==> src/sv/iee_pkg.sv <==
// ---------------------------------------------------------------------------
// iee_pkg: shared definitions for the ising energy engine
// Field widths, operation codes and the command and status structs that
// pass between the controller and the datapath.
// ---------------------------------------------------------------------------
package iee_pkg;

   localparam int MAX_SITES_DEFAULT  = 64;
   localparam int VALUE_BITS_DEFAULT = 16;

   localparam int SITE_FIELD_BITS  = 6;
   localparam int COUNT_FIELD_BITS = 7;
   localparam int WEIGHT_BITS      = 16;
   localparam int SPIN_BITS        = 64;
   localparam int ENERGY_BITS      = 32;

   localparam logic [COUNT_FIELD_BITS-1:0] SITE_COUNT_RESET = 7'd64;

   typedef enum logic [1:0] {
      MODE_WRITE_FIELD    = 2'd0,
      MODE_WRITE_COUPLING = 2'd1,
      MODE_TOTAL_ENERGY   = 2'd2,
      MODE_FLIP_DELTA     = 2'd3
   } mode_type;

   typedef struct packed {
      logic clear_step;
      logic load;
      logic start;
      logic scan_step;
      logic load_out;
   } iee_cmd_type;

   typedef struct packed {
      logic clear_last;
      logic write_op;
      logic bad;
      logic empty;
      logic scan_last;
   } iee_stat_type;

endpackage

==> src/sv/iee_ctrl.sv <==
// ---------------------------------------------------------------------------
// iee_ctrl: sequencing state machine
// Runs the clearing pass, accepts one transaction at a time, steps the
// datapath through its scan and hands the result to the output register.
// ---------------------------------------------------------------------------
module iee_ctrl
   import iee_pkg::*;
(
   input  logic         clock,
   input  logic         reset,
   input  logic         req_valid,
   output logic         req_ready,
   output logic         rsp_valid,
   input  logic         rsp_ready,
   output iee_cmd_type  cmd,
   input  iee_stat_type stat
);

   typedef enum logic [2:0] {
      ST_CLEAR,
      ST_IDLE,
      ST_DECODE,
      ST_SCAN,
      ST_DRAIN,
      ST_FINISH
   } state_type;

   state_type state_ff, state_in;
   logic      rsp_valid_ff, rsp_valid_in;

   always_comb begin
      cmd          = '0;
      state_in     = state_ff;
      rsp_valid_in = rsp_valid_ff && !rsp_ready;
      unique case (state_ff)
         ST_CLEAR: begin
            cmd.clear_step = 1'b1;
            if (stat.clear_last) begin
               state_in = ST_IDLE;
            end
         end
         ST_IDLE: begin
            if (req_valid) begin
               cmd.load = 1'b1;
               state_in = ST_DECODE;
            end
         end
         ST_DECODE: begin
            cmd.start = 1'b1;
            if (stat.write_op || stat.bad || stat.empty) begin
               state_in = ST_FINISH;
            end else begin
               state_in = ST_SCAN;
            end
         end
         ST_SCAN: begin
            cmd.scan_step = 1'b1;
            if (stat.scan_last) begin
               state_in = ST_DRAIN;
            end
         end
         // last read word lands in the accumulator
         ST_DRAIN: begin
            state_in = ST_FINISH;
         end
         ST_FINISH: begin
            if (!rsp_valid_ff || rsp_ready) begin
               cmd.load_out = 1'b1;
               rsp_valid_in = 1'b1;
               state_in     = ST_IDLE;
            end
         end
         default: begin
            state_in = ST_CLEAR;
         end
      endcase
   end

   always_ff @(posedge clock) begin
      if (reset) begin
         state_ff     <= ST_CLEAR;
         rsp_valid_ff <= 1'b0;
      end else begin
         state_ff     <= state_in;
         rsp_valid_ff <= rsp_valid_in;
      end
   end

   assign req_ready = state_ff == ST_IDLE;
   assign rsp_valid = rsp_valid_ff;

endmodule

==> config.mk <==
export PLATFORM = sky130hd
export DESIGN_NAME = iee_ctrl
export DESIGN_NICKNAME = d
export VERILOG_FILES = /design/src/sv/iee_pkg.sv /design/src/sv/iee_ctrl.sv
export SDC_FILE = /design/constraint.sdc
export NUM_CORES = 1
export LEC_CHECK = 0
export BUFFER_PORTS_ARGS = -buffer_cell sky130_fd_sc_hd__buf_2
export CORE_AREA = 2 2 39 41
export DETAILED_ROUTE_END_ITERATION = 8
export DIE_AREA = 0 0 41 43
export GPL_TIMING_DRIVEN = 0
export SLEW_MARGIN = 20
export SYNTH_ARGS = -nofsm -noshare
export SYNTH_HDL_FRONTEND = slang
export SYNTH_SLANG_ARGS = --single-unit
==> constraint.sdc <==
create_clock -name clock -period 1.4 [get_ports clock]
set_clock_uncertainty 0.05 [all_clocks]
set_input_delay 0.42 -clock clock [delete_from_list [all_inputs] [get_ports clock]]
set_output_delay 0.42 -clock clock [all_outputs]
set_load 0.01 [all_outputs]
Word-level counts from Yosys, hierarchy flattened
Cells that the tools add are included.
- logic and storage cells: 34
- output and inout bits: 7
- register bits: 4
- input bits: 9
- reductions and logical operators: 8
- muxes and demuxes: 15
- eq/ne operators: 9
- operator list (kind ; count):
    3-bit case mux with 6 select lines ; 1
    3-bit two-way mux ; 5
    1-bit two-way mux ; 9
    2-bit inequality test, second input constant ; 4
    3-bit by 2-bit == test with 1-bit output, second input constant ; 2
    3-bit == test, second input constant ; 2
    4-bit AND reduction ; 1
    3-bit by 1-bit == test with 1-bit output, second input constant ; 1
    3-bit zero test ; 1
    1-bit logical OR ; 3
    1-bit zero test ; 2
    1-bit logical AND ; 1

Longest topological paths before layout
- word-level depth: 4
- gate-level depth with buffers: 5

Least setup slack after synthesis
No wires, ideal clock.
- path kind: register -> output
- start: register state_ff[0]
- end: output cmd[1] (netlist name)
- slack: 0.052 ns
- required time: 0.930 ns
- path buffers: 1
- stages on the path, launching flop included: 3
- data arrival time: 0.878 ns
- cells stage by stage: dfxtp_1 -> buf_2 -> nor3b_1
- RTL lines (element ; RTL line ; text):
    start, declared ; iee_ctrl.sv:28 ; state_type state_ff, state_in;
    start signal, assigned ; iee_ctrl.sv:84 ; state_ff <= state_in;
    end, declared ; iee_ctrl.sv:15 ; output iee_cmd_type cmd,

==> impl_metrics.py <==
metrics = {
    "run_status": {
        "status": "complete, but fails checks",
        "violations": "negative setup slack",
    },
    "clock_network": {
        "postCtsHoldBufs": 0,
        "clockRootBuffer": "clkbuf_4",
        "clkLatencyLatePin_ns": 0.24,
        "cts.htree.levels": 1,
        "clockBufferDepth": 2,
        "cts.clk_slew.worst_paths_ns": 0.04,
        "numCtsBuffers": 3,
        "cts.sinks": 4,
        "tritoncts": "yes",
    },
    "finish": {
        "antenna_cells": 0,
        "fin_nets": 80,
        "fin_util_pct": 45.03,
        "synthToLayoutAreaGrowth_pct": 109.2,
        "drive_gt1_share_pct": 69.57,
    },
    "sta": {
        "worstMarginPinSlew_ns": 0.2972,
        "min_period_over_period_pct": 108.4,
        "holdWs_ns": 0.3571,
        "fmax_mhz": 658.9,
        "slew_violations": 0,
        "rsz0062_at_grt": "true",
        "setup_slack_ns": -0.1178,
        "max_slew_margin_pct": 80.07,
        "min_period_ns": 1.518,
        "setup-tns-final_ns": -0.4710,
        "setup_viol": 6,
        "finalHoldViolations": 0,
    },
    "floorplan": {
        "core_mm2": 0.001384,
        "start_util_pct": 21.52,
        "ioPinCount": 16,
        "rows": 14,
        "die_h_um": 43,
        "dieArea_mm2": 0.001763,
        "die_w_um": 41,
    },
    "drt": {
        "drt_iter0_markers": 2,
        "routed_wl_um": 993,
        "route.vias.total": 398,
        "drc": 0,
        "final_antenna_net_count": 0,
        "drt_first_pass_iters": 4,
        "viasPerCell": 4.682,
        "wl_per_cell_um": 11.68,
    },
    "pwr": {
        "finalPower_w": 0.0008371,
        "switching_share_pct": 36.21,
        "power_switching_w": 0.0003031,
        "seqPwrFrac_pct": 22.7,
        "p_int_w": 0.0005340,
        "clock_power_share_pct": 18.1,
        "peakVddDrop_v": 0.0005374,
        "combPwrFrac_pct": 59.1,
        "p_leak_nw": 0.2763,
        "cellPowerDensity_mw_per_mm2": 1343,
    },
    "synth": {
        "syn-mean-instance-area_um2": 7.445,
        "syn_nets": 49,
        "netlist_area_um2": 297.8,
        "synthArstFlopShare_pct": 0,
        "synth_edf_count": 0,
        "synth_cells": 40,
        "synth.ff_latch_count": 4,
        "synth_cell_types": 20,
        "synth_flop_cell": "dfxtp_1",
        "synth-seq-area-share_pct": 26.89,
        "yosys_warnings": 0,
    },
    "worst_setup_path": {
        "crit_buf_inv": 1,
        "cp_max_fo": 4,
        "cp_slowest_stage_delay_ns": 0.36,
        "setup.worst_path.start_class": "flip-flop",
        "arrival_ns": 1.05,
        "cp.required_ns": 0.93,
        "end_kind": "output port",
        "path_cells": "nor2b_4, nand2_1, nor2_1, buf_2",
        "cp_slowest_cell": "dfxtp_4",
        "critPathTopFamily": "flip-flops",
        "crit_type": "flip-flop to output port",
    },
    "global_route": {
        "antenna_found_initial": 0,
        "grt_overflow_total": 0,
        "grt_pass1_wl_mm": 1.311,
        "grt_pass1_vias": 338,
        "grt_usage_pct": 10.97,
        "grt_start_max_net_pins": 11,
    },
    "placement": {
        "io_buffers": 15,
        "dp_hpwl_um": 551.1,
        "gp_congestion": 0.7289,
    },
    "worst_hold_path": {
        "hold_path_class": "input pin to flip-flop",
    },
    "run": {
        "cap_viol_max_count": 0,
    },
}
## per-layer routing
layer | wire, um | global-route usage [%]
met1 | 414 | 13.27
met2 | 526 | 17.50
met3 | 52 | 1.571
met4 | 0 | 6.000
met5 | 0 | 0
## what timing repair did
item / 4_1_cts / 5_1_grt
buffers inserted: 5 / 7
cloned: 0 / 1
pin swaps: 4 / 9
gates resized for setup: 20 / 10
endpoints found under the setup margin: 6 / 9
## metrics by stage
stage,cells,area (um2),worst slack (ns)
3_5_place_dp,71,392.9,-0.05192
5_1_grt,85,623.1,-0.1631
4_1_cts,79,520.5,-0.1323
2_1_floorplan,40,297.8,0.05222
6_report,85,623.1,-0.1178
3_3_place_gp,71,392.9,-0.04997
## synthesized netlist by cell type, types with 2 or more instances
library cell	n	share of area [%]
inv_1	2	2.5
nor3b_1	2	5.0
buf_2	2	3.4
nor2_1	7	8.8
nor3_1	3	5.0
nor2b_1	2	4.2
dfxtp_1	4	27
nand2_1	2	2.5
a211oi_1	2	5.0
a21oi_1	4	6.7
## placed cells by master, fill, tap and decap left out, types with 2 or more instances in the layout
cell type and count:
nand2_1 2, buf_2 13, buf_6 3, nor2_1 6, buf_4 11, a21oi_1 3
a2111oi_2 2, a211oi_1 2, dfxtp_4 3, nor3_2 2, clkbuf_4 3
## registers in the layout (all words and copies together), names as in the netlist
signal / flops
rsp_valid: 1
state_ff: 3
## cell families after synthesis
group	count (synthesis)	share of synthesized area [%]
and+or+nand+nor	20	36.98
buffers and inverters	5	8.405
AOI/OAI and AO/OA	11	27.73
DFF	4	26.89
## cell type report
type                    instances  area (um2)
flip-flops and latches          4       91.34
clock buffers                   3       22.52
well taps                      16       20.02
repair buffers                 27       195.2
multi-input cells              31       255.2
plain buffers                   2       26.28
inverters                       2       12.51
fillers                       144       760.7
## power groups by stage
| stage | Combinational (W) | Clock, W | Sequential [W] |
|---|---|---|---|
| after floorplan | 0.000189 | 0 | 0.000150 |
| after global placement | 0.000262 | 0 | 0.000152 |
| after detailed placement | 0.000263 | 0 | 0.000152 |
| after CTS | 0.000384 | 0.000152 | 0.000161 |
| after global routing | 0.000531 | 0.000159 | 0.000194 |
| final | 0.000495 | 0.000152 | 0.000190 |
## worst paths after layout
check,endpoint,depth (start not counted),slack (ns),startpoint
worst min register to register,state_ff[0]$_SDFFE_PP0P_,2,0.59,state_ff[0]$_SDFFE_PP0P_
worst max register to register,state_ff[0]$_SDFFE_PP0P_,5,0.06,state_ff[0]$_SDFFE_PP0P_
worst min-delay path,state_ff[1]$_SDFFE_PP0P_,2,0.36,reset
worst max-delay path,cmd[0],4,-0.12,state_ff[0]$_SDFFE_PP0P_
(Power assumes the default switching activity.)
